==> config.mk <==
export PLATFORM = sky130hd
export DESIGN_NAME = scsa_class_table
export DESIGN_NICKNAME = d
export VERILOG_FILES = /design/src/rtl/scsa_pkg.sv /design/src/rtl/scsa_class_table.sv
export SDC_FILE = /design/constraint.sdc
export NUM_CORES = 2
export LEC_CHECK = 0
export BUFFER_PORTS_ARGS = -buffer_cell sky130_fd_sc_hd__clkbuf_2
export CAP_MARGIN = 5
export CORE_MARGIN = 4
export CORE_UTILIZATION = 32
export DETAILED_ROUTE_END_ITERATION = 6
export PLACE_DENSITY = 0.49
export SLEW_MARGIN = 20
export SYNTH_ARGS = -nofsm -noshare
export SYNTH_HDL_FRONTEND = slang
export SYNTH_SLANG_ARGS = --single-unit
==> constraint.sdc <==
create_clock -name clk_i -period 2.9 [get_ports clk_i]
set_input_delay 0.145 -clock clk_i [delete_from_list [all_inputs] [get_ports clk_i]]
set_output_delay 0.145 -clock clk_i [all_outputs]
set_load 0.02 [all_outputs]
==> src/rtl/scsa_pkg.sv <==
`default_nettype none
// ----------------------------------------------------------------------------
// scsa_pkg
// Shared widths, codes and types of the size-class slot allocator.
// ----------------------------------------------------------------------------
package scsa_pkg;

  // Geometry
  localparam int NUM_CLASSES  = 64;
  localparam int SLOT_UNIT    = 8;
  localparam int REGION_BYTES = 262144;
  localparam int SIZE_LIMIT   = 512;
  localparam int HEADER_BYTES = 8;

  // Field widths
  localparam int ACTION_W = 1;
  localparam int SIZE_W   = 16;
  localparam int ADDR_W   = 18;
  localparam int STATUS_W = 2;
  localparam int CFG_W    = 17;

  // Internal widths
  localparam int PTR_W     = 19;                        // bump pointers, block base
  localparam int SUM_W     = PTR_W + 1;                 // base + block_bytes
  localparam int CLASS_W   = $clog2(NUM_CLASSES);
  localparam int UNIT_W    = $clog2(SLOT_UNIT);
  localparam int SLOT_W    = CLASS_W + 1 + UNIT_W;      // largest slot size
  localparam int LINK_AW   = ADDR_W - UNIT_W;
  localparam int LINK_DEPTH = REGION_BYTES / SLOT_UNIT;
  localparam int REM_CNT_W = $clog2(PTR_W);

  localparam logic [SUM_W-1:0]  REGION_SUM  = SUM_W'(REGION_BYTES);
  localparam logic [SIZE_W-1:0] SIZE_MAX    = SIZE_W'(SIZE_LIMIT);
  localparam logic [PTR_W-1:0]  HEADER_PTR  = PTR_W'(HEADER_BYTES);
  localparam logic [CFG_W-1:0]  BLOCK_RESET = CFG_W'(4096);

  // Request codes
  localparam logic [ACTION_W-1:0] ACT_ALLOC = 1'b0;
  localparam logic [ACTION_W-1:0] ACT_FREE  = 1'b1;

  typedef enum logic [STATUS_W-1:0] {
    ST_OK        = 2'd0,
    ST_TOO_LARGE = 2'd1,
    ST_OOM       = 2'd2,
    ST_BAD       = 2'd3
  } status_e;

  // Free list head, also the content of one link entry
  typedef struct packed {
    logic              valid;
    logic [ADDR_W-1:0] addr;
  } head_t;

  // One row of the per-class table
  typedef struct packed {
    head_t            head;
    logic [PTR_W-1:0] bump_next;
    logic [PTR_W-1:0] bump_limit;
  } class_entry_t;

  // Write request into the per-class table
  typedef struct packed {
    logic               we;
    logic [CLASS_W-1:0] idx;
    class_entry_t       data;
  } class_wr_t;

endpackage
`default_nettype wire

==> src/rtl/scsa_class_table.sv <==
`default_nettype none
// ----------------------------------------------------------------------------
// scsa_class_table
// Per-class free list heads and bump state in one synchronous memory.
// Rows never written read as all zero through a valid bit per row.
// ----------------------------------------------------------------------------
module scsa_class_table (
  input  wire logic                          clk_i,
  input  wire logic                          rst_ni,
  input  wire logic [scsa_pkg::CLASS_W-1:0]  rd_idx_i,
  input  wire scsa_pkg::class_wr_t           wr_i,
  output scsa_pkg::class_entry_t             rd_entry_o
);

  scsa_pkg::class_entry_t             mem [scsa_pkg::NUM_CLASSES];
  logic [scsa_pkg::NUM_CLASSES-1:0]   valid_q;
  scsa_pkg::class_entry_t             rd_data_q;
  logic                               rd_valid_q;

  // Mark rows as written
  always_ff @(posedge clk_i or negedge rst_ni) begin
    if (!rst_ni) begin
      valid_q    <= '0;
      rd_valid_q <= 1'b0;
    end else begin
      rd_valid_q <= valid_q[rd_idx_i];
      if (wr_i.we) begin
        valid_q[wr_i.idx] <= 1'b1;
      end
    end
  end

  // Memory array with registered read
  always_ff @(posedge clk_i) begin
    if (wr_i.we) begin
      mem[wr_i.idx] <= wr_i.data;
    end
    rd_data_q <= mem[rd_idx_i];
  end

  assign rd_entry_o = rd_valid_q ? rd_data_q : '0;

endmodule
`default_nettype wire

# Yosys cells after proc, flatten, opt, wreduce, memory -nomap -nowiden
# Memory sizes are Yosys's and may differ from the RTL's. A register that Yosys moved wholly into a read port is not among the register bits.
# Index checks and enable logic that the tools add are counted.
[word_totals]
register_bits = 65
latch_bits = 0
ram_bits = 3648
mem_bits_ro = 0
inputBits = 72
memories = 1
[mem_list]
columns = ["memory", "words", "word_bits", "rd", "rd_ports_with_merged_regs", "wr", "line", "rtl"]
rows = [
  ["mem", 64, 57, 1, 1, 1, "scsa_class_table.sv:15", "scsa_pkg::class_entry_t mem [scsa_pkg::NUM_CLASSES];"],
]
[op_classes]
addsub = 0
mul = 0
n_div = 0
magnitude_cmp = 3
n_eq_ne = 0
shifts = 0
muxes = 7
n_bitwise = 1
n_reduce_logical = 1
[ops]
columns = ["operator", "count"]
rows = [
  ["$or A64 B64 Y64", 1],
  ["$mux W57", 1],
  ["$lt A6 B7 Y1 const B", 2],
  ["$bmux W1 S6", 1],
  ["$demux W1 S6", 1],
  ["$ge A6 B1 Y1 const B", 1],
  ["$mux W1", 4],
  ["$logic_and A1 B1 Y1", 1],
]

# Depth between registers and ports, before layout
[depth]
ltp_word = 5
mapped_depth = 10

# Worst setup path after synthesis
# Ideal clock, no wire load.
[synth_timing]
kind = "input port to flip-flop"
start = "in wr_i[60] (netlist bit)"
end = "reg valid_q[48] (netlist bit)"
arrival_time_ns = 5.170
required_ns = 2.811
setup_slack_ns = -2.359
path_stages = 5
path_buffers = 1
cell_sequence = "clkbuf_1 nand4b_1 or2_2 nor3_1 or2_2"
[synth_between]
elab_chain_cells = 5
elab_cells_between_ends = 6
[synth_rtl]
columns = ["element", "line", "rtl"]
rows = [
  ["start: declaration", "scsa_class_table.sv:11", "input wire scsa_pkg::class_wr_t wr_i,"],
  ["$lt A6 B7 Y1 (implied by the code) / $ge A6 B1 Y1 (equally long branches)", "scsa_class_table.sv:28", "valid_q[wr_i.idx] <= 1'b1;"],
  ["$logic_and A1 B1 Y1 (implied by the code)", "scsa_class_table.sv:28", ""],
  ["$mux W1 (implied by the code)", "scsa_class_table.sv:28", ""],
  ["$demux W1 S6 (*)", "scsa_class_table.sv:28", ""],
  ["$or A64 B64 Y64 (no source line) (*)", "-", ""],
  ["end signal: assignment", "scsa_class_table.sv:23", "valid_q <= '0;"],
  ["end signal: indexed assignment", "scsa_class_table.sv:28", ""],
  ["end: declaration", "scsa_class_table.sv:16", "logic [scsa_pkg::NUM_CLASSES-1:0] valid_q;"],
]
# Mark *: on every way between the ends. The rest lies on a longest branch, timed or not.
# A chain may end at the register's enable or synchronous reset.

==> results.cfg <==
[cts]
numCtsBuffers = 379
worst_skew_pair.late_latency_ns = 0.98
clk_path_buf_depth = 4
path_clk_slew_ns = 0.06
cts_tree = built
htree_levels = 5
cts_resized = 0
clockRootBuffer = clkbuf_16
clock-sinks = 3770

[worst_setup_path]
crit_type = flop to primary output
cp.required_ns = 2.76
critPathCapture = rd_entry_o[55]
slowest_stage = dfrtp_4
reg2reg_depth = 4
critPathLaunch = rd_valid_q
critical_path_arrival_ns = 2.61
endpoint_kind = primary output
rrSetupSlack_ns = 0.79
reg2reg_from = mem[39][26]
max_stage_delay_ns = 0.79
rr_endpoint = rd_data_q[26]
worstPathMaxFanout = 18
critPathLaunchType = flop
critical_path.cell_chain = and2_1 -> clkbuf_2

[global_route]
grt_overflow = 0
grt_max_degree = 78
antenna_found_initial = 45
grt_pass1_vias = 71900
grt_pass1_wl_mm = 615
track_usage_pct = 19.6

[placed_design]
place_congestion = 0.757
io_buffers = 128
place_hpwl_mm = 244
placed_cell_area_mm2 = 0.154
place_ws_ns = 0.0201

[drt]
via_per_inst = 5.43
drc = 0
drtIter0Drc = 8015
totalWireLength_mm = 450
drt-pass1-iter-count = 7
routedWlPerCell_um = 34.6
vias = 70800
final_antenna_net_count = 0

[floorplan]
dieArea_mm2 = 0.454
core-area_mm2 = 0.442
die_width_um = 674
start_util_pct = 32.1
fp.dieH_um = 674
num_io_pins = 129
rows = 244

[power]
powerDensity_mw_per_mm2 = 691
p_leak_nw = 52.1
vdd_drop_max_mv = 0.493
fin_total_pwr_w = 0.116

[outcome]
outcome = finished, final reports clean

[layout]
final_cell_area_mm2 = 0.168
final_nets = 6863
final_core_util_pct = 37.9
drive_above_1_share_pct = 31.4
syn_to_final_growth_pct = 18.1

[logic_synthesis]
ys_seq_area_share_pct = 79.1
avgSynthCellArea_um2 = 23.0
ys_ff_latch = 3770
synth_cells = 6158
syn-num-nets = 6230
yosys_warnings = 0
synth_area_mm2 = 0.142
yosysUniqueCellTypes = 39

[job]
cap_violations = 0

[sta]
worst_pin_slew_ns = 1.09
period_minus_slack_ns = 2.75
max-slew-margin-rel_pct = 27.0
drv_slew = 0
clock_skew_ns = 0.0472
rsz0062_at_grt = no
clock.fmax_mhz = 363
finalSetupViolCount = 0
finalCritPeriodShare_pct = 94.9
layout_setup_ws_ns = 0.147
hold_viol = 0

[hold_path]
holdCritPathClass = input port to flop
hold_path_depth = 6
## per-layer routing
layer	wire length, um	track usage [%]
met1	182000	26.3
met5	51	0
met4	12000	4.96
met2	225000	33.2
met3	30800	3.01
## synth_stat cells
master / instances / area share [%]
or2_2: 55 / 0.24
nor2_1: 137 / 0.36
mux4_2: 925 / 15
nand4b_1: 1 / 0.0062
nor4_1: 35 / 0.15
dfrtp_1: 65 / 1.1
a211oi_1: 7 / 0.037
o221ai_1: 66 / 0.41
nor2b_1: 13 / 0.057
nand3_1: 9 / 0.032
a21oi_1: 26 / 0.092
and2_1: 58 / 0.26
o31ai_1: 10 / 0.053
edfxtp_1: 3648 / 77
nor3_1: 38 / 0.13
nand2_1: 87 / 0.23
or3b_2: 4 / 0.025
o21ai_0: 70 / 0.25
nand3b_1: 2 / 0.011
buf_2: 133 / 0.47
o22a_1: 29 / 0.18
inv_1: 2 / 0.0053
mux2_1: 2 / 0.016
nand4_1: 1 / 0.0044
inv_2: 1 / 0.0026
mux2_2: 86 / 0.68
o22ai_1: 248 / 1.1
a31oi_1: 34 / 0.15
buf_6: 7 / 0.056
a2bb2oi_1: 1 / 0.0062
nand2b_1: 12 / 0.053
or2_1: 15 / 0.066
o21ai_1: 14 / 0.049
or3_1: 4 / 0.018
mux2i_1: 48 / 0.34
dfxtp_1: 57 / 0.80
buf_4: 36 / 0.19
clkbuf_1: 150 / 0.40
buf_1: 22 / 0.058
## registers in the layout, summed over array words and instances (netlist names)
| register | cells |
|---|---|
| valid_q | 64 |
| rd_valid_q | 1 |
| rd_data_q | 57 |
| mem | 3648 |
## critical path, delay by kind of cell, from the launching register on
family | cells | cell delay (ns)
buffers and inverters | 1 | 0.28
flip-flops | 1 | 0.79
AND/OR/NAND/NOR | 1 | 0.58
## layout by cell type, fill, tap and decap left out, types with 62 or more instances in the layout
cell	netlist	layout
buf_12	0	200
buf_4	36	226
clkbuf_1	150	75
clkbuf_16	0	387
clkbuf_2	0	71
clkinv_1	0	77
clkinv_2	0	81
dfrtp_1	65	64
dlygate4sd3_1	0	69
edfxtp_1	3648	3648
mux2_2	86	86
mux4_2	925	925
nand2_1	87	83
nor2_1	137	74
nor2_4	0	62
o21ai_0	70	70
o221ai_1	66	66
o22ai_1	248	248
## cell families after synthesis
logic type,Yosys count,synth area share (%)
compound gates,505,2.31
buf+inv,351,1.18
flops,3770,79.1
mux,1061,15.7
simple gates,471,1.65
## where the power goes
group	switching, W	internal [W]	leakage, nW
registers	0.000342	0.0604	34.1
clock network	0.0211	0.0278	6.03
logic	0.00370	0.00243	11.9
total	0.0251	0.0906	52.1
## per-stage QoR
step	cells	hold slack, ns	setup TNS, ns
floorplan	6158	-0.151	-3086.39
global placement	12200	0.315	0
detailed placement	12200	0.339	0
CTS	13000	0.0426	0
global route	13000	0.128	0
finish	13000	0.129	0
## area by class of cell
class	count	area, um^2
Timing Repair Buffer	600	6940
Fill cell	39700	274000
Inverter	3	20.0
Sequential cell	3770	112000
Clock buffer	473	10100
Multi-Input combinational cell	2037	28500
Clock inverter	229	2230
Tap cell	5904	7390
Antenna cell	11	27.5
## worst min path at each step
stage	from	to	slack, ns
after floorplan	rst_ni	rd_valid_q	-0.15
after global placement	rst_ni	valid_q[49]	0.31
after detailed placement	rst_ni	valid_q[49]	0.34
after CTS	rd_idx_i[3]	rd_data_q[56]	0.04
after global routing	rd_idx_i[3]	rd_data_q[56]	0.13
final	rd_idx_i[3]	rd_data_q[56]	0.13
## repair_timing
action	4_1_cts	5_1_grt
buffers inserted	0	0
endpoints found under the setup margin	0	0
hold buffers	21	48
endpoints found under the hold margin	509	2688
Note: power is estimated with default switching activity, not from simulation.
