[src/rtl/scsa_pkg.sv]
`default_nettype none
// ----------------------------------------------------------------------------
// scsa_pkg
// Shared widths, codes and types of the size-class slot allocator.
// ----------------------------------------------------------------------------
package scsa_pkg;

  // Geometry
  localparam int NUM_CLASSES  = 64;
  localparam int SLOT_UNIT    = 8;
  localparam int REGION_BYTES = 262144;
  localparam int SIZE_LIMIT   = 512;
  localparam int HEADER_BYTES = 8;

  // Field widths
  localparam int ACTION_W = 1;
  localparam int SIZE_W   = 16;
  localparam int ADDR_W   = 18;
  localparam int STATUS_W = 2;
  localparam int CFG_W    = 17;

  // Internal widths
  localparam int PTR_W     = 19;                        // bump pointers, block base
  localparam int SUM_W     = PTR_W + 1;                 // base + block_bytes
  localparam int CLASS_W   = $clog2(NUM_CLASSES);
  localparam int UNIT_W    = $clog2(SLOT_UNIT);
  localparam int SLOT_W    = CLASS_W + 1 + UNIT_W;      // largest slot size
  localparam int LINK_AW   = ADDR_W - UNIT_W;
  localparam int LINK_DEPTH = REGION_BYTES / SLOT_UNIT;
  localparam int REM_CNT_W = $clog2(PTR_W);

  localparam logic [SUM_W-1:0]  REGION_SUM  = SUM_W'(REGION_BYTES);
  localparam logic [SIZE_W-1:0] SIZE_MAX    = SIZE_W'(SIZE_LIMIT);
  localparam logic [PTR_W-1:0]  HEADER_PTR  = PTR_W'(HEADER_BYTES);
  localparam logic [CFG_W-1:0]  BLOCK_RESET = CFG_W'(4096);

  // Request codes
  localparam logic [ACTION_W-1:0] ACT_ALLOC = 1'b0;
  localparam logic [ACTION_W-1:0] ACT_FREE  = 1'b1;

  typedef enum logic [STATUS_W-1:0] {
    ST_OK        = 2'd0,
    ST_TOO_LARGE = 2'd1,
    ST_OOM       = 2'd2,
    ST_BAD       = 2'd3
  } status_e;

  // Free list head, also the content of one link entry
  typedef struct packed {
    logic              valid;
    logic [ADDR_W-1:0] addr;
  } head_t;

  // One row of the per-class table
  typedef struct packed {
    head_t            head;
    logic [PTR_W-1:0] bump_next;
    logic [PTR_W-1:0] bump_limit;
  } class_entry_t;

  // Write request into the per-class table
  typedef struct packed {
    logic               we;
    logic [CLASS_W-1:0] idx;
    class_entry_t       data;
  } class_wr_t;

endpackage
`default_nettype wire

[src/rtl/scsa_rem_unit.sv]
`default_nettype none
// ----------------------------------------------------------------------------
// scsa_rem_unit
// Restoring remainder unit: dividend mod divisor, one dividend bit per cycle.
// ----------------------------------------------------------------------------
module scsa_rem_unit (
  input  wire logic                         clk_i,
  input  wire logic                         rst_ni,
  input  wire logic                         start_i,
  input  wire logic [scsa_pkg::PTR_W-1:0]   dividend_i,
  input  wire logic [scsa_pkg::SLOT_W-1:0]  divisor_i,
  output logic                              done_o,
  output logic [scsa_pkg::SLOT_W-1:0]       rem_o
);

  logic                              busy_q;
  logic                              done_q;
  logic [scsa_pkg::REM_CNT_W-1:0]    cnt_q;
  logic [scsa_pkg::PTR_W-1:0]        num_q;
  logic [scsa_pkg::SLOT_W-1:0]       den_q;
  logic [scsa_pkg::SLOT_W-1:0]       rem_q;
  logic [scsa_pkg::SLOT_W:0]         trial;
  logic [scsa_pkg::SLOT_W:0]         rem_step;

  // Shift in the next dividend bit and subtract when it fits
  always_comb begin
    trial    = {rem_q, num_q[scsa_pkg::PTR_W-1]};
    rem_step = (trial >= {1'b0, den_q}) ? (trial - {1'b0, den_q}) : trial;
  end

  // Control: run for one step per dividend bit, pulse done at the end
  always_ff @(posedge clk_i or negedge rst_ni) begin
    if (!rst_ni) begin
      busy_q <= 1'b0;
      done_q <= 1'b0;
      cnt_q  <= '0;
    end else begin
      done_q <= 1'b0;
      if (start_i) begin
        busy_q <= 1'b1;
        cnt_q  <= '0;
      end else if (busy_q) begin
        cnt_q <= cnt_q + 1'b1;
        if (cnt_q == scsa_pkg::REM_CNT_W'(scsa_pkg::PTR_W - 1)) begin
          busy_q <= 1'b0;
          done_q <= 1'b1;
        end
      end
    end
  end

  // Datapath
  always_ff @(posedge clk_i) begin
    if (start_i) begin
      num_q <= dividend_i;
      den_q <= divisor_i;
      rem_q <= '0;
    end else if (busy_q) begin
      num_q <= {num_q[scsa_pkg::PTR_W-2:0], 1'b0};
      rem_q <= rem_step[scsa_pkg::SLOT_W-1:0];
    end
  end

  assign done_o = done_q;
  assign rem_o  = rem_q;

endmodule
`default_nettype wire

[config.mk]
export PLATFORM = sky130hd
export DESIGN_NAME = scsa_rem_unit
export DESIGN_NICKNAME = d
export VERILOG_FILES = /design/src/rtl/scsa_pkg.sv /design/src/rtl/scsa_rem_unit.sv
export SDC_FILE = /design/constraint.sdc
export NUM_CORES = 1
export LEC_CHECK = 0
export BUFFER_PORTS_ARGS = -buffer_cell sky130_fd_sc_hd__buf_2
export CAP_MARGIN = 20
export CORE_ASPECT_RATIO = 1.5
export CORE_MARGIN = 2
export CORE_UTILIZATION = 55
export CTS_CLUSTER_SIZE = 24
export DETAILED_ROUTE_END_ITERATION = 16
export PLACE_DENSITY = 0.81
export SLEW_MARGIN = 20
export SYNTH_ARGS = -nofsm -noshare
export SYNTH_HDL_FRONTEND = slang
export SYNTH_SLANG_ARGS = --single-unit
export TNS_END_PERCENT = 50
[constraint.sdc]
create_clock -name clk_i -period 2.4 [get_ports clk_i]
set_input_delay 0.6 -clock clk_i [delete_from_list [all_inputs] [get_ports clk_i]]
set_output_delay 0.6 -clock clk_i [all_outputs]
set_load 0.05 [all_outputs]
* Word-level counts from Yosys, hierarchy flattened
Cells that the tools add are included.
** Storage, ports and cells
- Bits of input ports :: 32
- Register bits after elaboration :: 46
- Logic and storage cells :: 22
- Output and inout port bits :: 11
** Operators by class
- Multiplexer cells :: 11
- Magnitude comparators :: 1
- Add/sub/neg operators :: 2
- Reduce and logical (&&, ||, !) cells :: 1
- Equality and inequality tests :: 1
** Operators by type and width (number)
- 2-to-1 mux 19 bit :: 2
- >= comparator 11 x 10 -> 1 bit :: 1
- 2-to-1 mux 10 bit :: 1
- 2-to-1 mux 5 bit :: 2
- subtractor 10 bit :: 1
- 2-to-1 mux 1 bit :: 6
- adder 5 x 1 -> 5 bit (second input constant) :: 1
- equality test 5 bit (second input constant) :: 1
- nonzero test 2 bit :: 1

* Longest topological paths before layout
- Depth in word-level cells :: 4
- Gate-level depth with buffers :: 10
- Mapped depth without buffers :: 10

* Worst setup path before layout
OpenSTA, ideal clock, no wires.
- Path type :: flip-flop to flip-flop
- Start :: register rem_q (netlist bit rem_o[7])
- End :: register rem_q (netlist bit rem_o[0])
- Arrival :: 2.362 ns
- Library setup time :: 0.079 ns
- Stages on the path, launching flop included :: 9
- Slack :: -0.041 ns
- Buffers on the path :: 1
- Required time :: 2.321 ns
- Clock period less this slack :: 2.441 ns
- Cell sequence :: dfxtp_1 ha_1 a21o_1 a211oi_2 nand2b_1 o21a_1 buf_6 mux2_4 a211oi_2
** Between the ends
- Cells in the longest elaborated chain, start to end :: 2
** RTL lines
- start: declaration :: line scsa_rem_unit.sv:21 : logic [scsa_pkg::SLOT_W-1:0] rem_q;
- start signal: assignment :: line scsa_rem_unit.sv:60 : rem_q <= rem_step[scsa_pkg::SLOT_W-1:0];
- >= comparator 11 x 10 -> 1 bit :: line scsa_rem_unit.sv:28 : rem_step = (trial >= {1'b0, den_q}) ? (trial - {1'b0, den_q}) : trial;
- 2-to-1 mux 10 bit :: line scsa_rem_unit.sv:28
Every way passes these cells.
A chain may end at the register's enable or synchronous reset.

* Worst setup path in the final report
- Start :: register den_q[3] (netlist name)
- End :: register rem_q (netlist bit rem_o[0])
** Between the ends
- Cells in the longest elaborated chain, start to end :: 2
** RTL lines
- start: declaration :: line scsa_rem_unit.sv:20 : logic [scsa_pkg::SLOT_W-1:0] den_q;
- start signal: assignment :: line scsa_rem_unit.sv:56 : den_q <= divisor_i;
- >= comparator 11 x 10 -> 1 bit :: line scsa_rem_unit.sv:28
- 2-to-1 mux 10 bit :: line scsa_rem_unit.sv:28
Every way passes these cells.

==> impl_metrics.yaml <==
timing:
  relSlewSlack_pct: 70.69
  maxSlewViolCount: 0
  timing.fmax_mhz: 443.1
  finalCriticalPeriod_ps: 2257
  finalHoldWorstSlack_ps: 107.0
  setup_viol: 0
  finClkSkew_ps: 9.683
  min_period_over_period_pct: 94.03
  hold_viol: 0
  worst_pin_slew_ps: 439.7
pwr:
  worst_ir_drop_vdd_mv: 0.5675
  intPower_uw: 1247
  p_comb_share_pct: 16.4
  seq_power_share_pct: 54.6
  p_switching_uw: 452.7
  switching_share_pct: 26.64
  p_clk_share_pct: 29.0
  leakagePower_uw: 0.001257
  power_density_nw_per_um2: 604.4
  finalPower_uw: 1699
routing:
  first_pass_iters: 4
  vias_per_cell: 5.626
  wl_um: 4633
  drt_iter0_markers: 23
  route.vias.total: 1671
  ant_nets: 0
  post_drt_wl_per_cell_um: 15.60
  route.detailed.drc: 0
finish:
  area_growth_pct: 17.15
  fin_util_pct: 66.80
  multi_input_area_um2: 1075
  finalNonFillerCells: 297
  num_antenna_cells: 0
  drive_gt1_share_pct: 35.06
  register_area_um2: 1249
  final_common_cell: "buf_2"
  final_cell_mix: "buf_2, edfxtp_1, nor2_1, mux2_2, inv_1"
  fillers: 320
  fin_nets: 295
clocking:
  cts_tree: "done"
  h-tree-depth: 2
  clock-root-buffer: "clkbuf_8"
  postCtsHoldBufs: 0
  ctsResizeCount: 0
  cts.sinks: 46
  cts_buffer_depth: 2
  postCtsSetupRepairBufs: 0
  cts-buffers-inserted: 5
  insertion_delay_ps: 300
  clkSlewWorstSetupHoldPaths_ps: 90
global_routing:
  grt_overflow: 0
  grt_antenna_before_repair: 0
  grt_first_pass_wirelength_um: 7638
  grt_pass1_vias: 1727
  grt.total_usage_pct: 20.47
  grt_max_degree: 36
yosys:
  ys_ff_latch: 46
  ys_seq_area_share_pct: 51.93
  synthArstFlopShare_pct: 15.22
  synth_flop_cell: "edfxtp_1"
  synth-edff-count: 29
  synth_nets: 245
  syn_inst: 200
  ys_types: 44
  ys_warn_count: 0
  avgSynthCellArea_um2: 12.00
  syn_area_um2: 2400
critical_path:
  setup.worst_path.end_class: "flop"
  reg2reg_slack_ps: 140
  crit_path_start_kind: "flop"
  crit_arrival_ps: 2490
  r2r-end: "rem_o[0]$_SDFFE_PP0P_"
  critical_path_class: "reg2reg"
  critPathMaxFanout: 5
  cp.required_ps: 2630
  r2r-start: "den_q[3]$_DFFE_PP_"
  worst-r2r-cell-count: 8
run_status:
  status: "finished clean"
floorplan:
  core_area_um2: 4209
  start_util_pct: 57.02
  rows: 29
  io_pins: 43
  die_w_um: 57.94
  chipHeight_um: 84.90
  die-area_um2: 4919
place:
  dp_hpwl_um: 3483
  place.gp.congestion: 0.8400
  portBuffers: 42
  place_inst: 289
hold_path:
  min_path_type: "in2async"
flow_run:
  max_cap_viol_count: 0
## routing by layer
layer | wire length [um] | global-route usage [%]
met1 | 1824 | 22.88
met2 | 2552 | 36.26
met3 | 186 | 4.878
met4 | 69 | 8.668
met5 | 0 | 0
## through the flow
step                setup slack (ps)  TNS [ps]  instance area, um2
global placement               124.7         0                2713
global route                  -2.467    -2.467                2811
finish                         143.2         0                2811
detailed placement             128.2         0                2713
floorplan                      5.864         0                2402
CTS                            68.42         0                2804
## power groups by stage
| stage | clock, uW | combinational (uW) | sequential (uW) |
|---|---|---|---|
| 2_1_floorplan | 0 | 170 | 961 |
| 3_5_place_dp | 0 | 273 | 946 |
| 5_1_grt | 535 | 307 | 935 |
| 4_1_cts | 511 | 276 | 929 |
| 6_report | 493 | 279 | 928 |
| 3_3_place_gp | 0 | 267 | 943 |
## logic make-up (layout without fill, tap and decap cells)
logic type / count (synthesis) / count (layout) / synth area share, %
and+or+nand+nor: 51 / 51 / 10.58
DFF: 46 / 46 / 51.93
AOI/OAI and AO/OA: 31 / 31 / 10.32
buffers and inverters: 21 / 72 / 3.597
muxes: 28 / 28 / 12.83
adders and majority gates: 13 / 13 / 7.091
xor gates and xnor gates: 10 / 10 / 3.649
## worst max path at each step
stage | end | slack, ps | start | cells past startpoint
finish | rem_o[0]$_SDFFE_PP0P_ | 140 | den_q[3]$_DFFE_PP_ | 8
global route | rem_o[4]$_SDFFE_PP0P_ | -2 | den_q[3]$_DFFE_PP_ | 9
CTS | rem_o[8]$_SDFFE_PP0P_ | 70 | num_q[18]$_DFFE_PP_ | 10
detailed placement | rem_o[8]$_SDFFE_PP0P_ | 130 | num_q[18]$_DFFE_PP_ | 10
global placement | rem_o[8]$_SDFFE_PP0P_ | 120 | num_q[18]$_DFFE_PP_ | 10
floorplan | rem_o[0]$_SDFFE_PP0P_ | 6 | rem_o[0]$_SDFFE_PP0P_ | 8
## final cells by class
cell class | count | area share, %
clock buffer | 5 | 2.448
multi-input combinational | 133 | 38.23
inverter | 13 | 1.736
timing repair buffer | 51 | 10.32
tap | 46 | 2.047
clock inverter | 3 | 0.8011
sequential | 46 | 44.41
## synth_stat cells (2+ instances only)
master | count | area, um2
edfxtp_1 | 29 | 870.8
xnor2_1 | 5 | 43.79
nor3_1 | 3 | 15.01
nand4_1 | 2 | 12.51
nor2_1 | 19 | 71.32
inv_1 | 13 | 48.80
nand2_1 | 7 | 26.28
o211ai_1 | 2 | 15.01
a211oi_2 | 2 | 25.02
nand3_1 | 3 | 15.01
o22ai_1 | 2 | 12.51
mux2_2 | 18 | 202.7
clkbuf_1 | 6 | 22.52
dfxtp_1 | 10 | 200.2
xor2_1 | 5 | 43.79
a211oi_1 | 8 | 60.06
mux2i_1 | 9 | 90.09
and2_1 | 2 | 12.51
a21oi_1 | 5 | 25.02
nand2b_1 | 5 | 31.28
dfrtp_1 | 7 | 175.2
nor2b_1 | 3 | 18.77
a21o_1 | 3 | 22.52
ha_1 | 12 | 150.1
## flip-flops by register name, indices dropped and copies added (netlist names)
| name | count |
|---|---|
| rem_o | 10 |
| num_q | 19 |
| cnt_q | 5 |
| busy_q | 1 |
| den_q | 10 |
| done_o | 1 |
## worst max-delay path: stages, from the launching register on
cell      delay (ps)
edfxtp_1         340
inv_1             40
ha_1             330
nand2_1          110
a211o_1          340
a31oi_4          240
o21a_1           260
mux2_4           330
a211oi_2         210
Note: power is estimated with default switching activity, not from simulation.
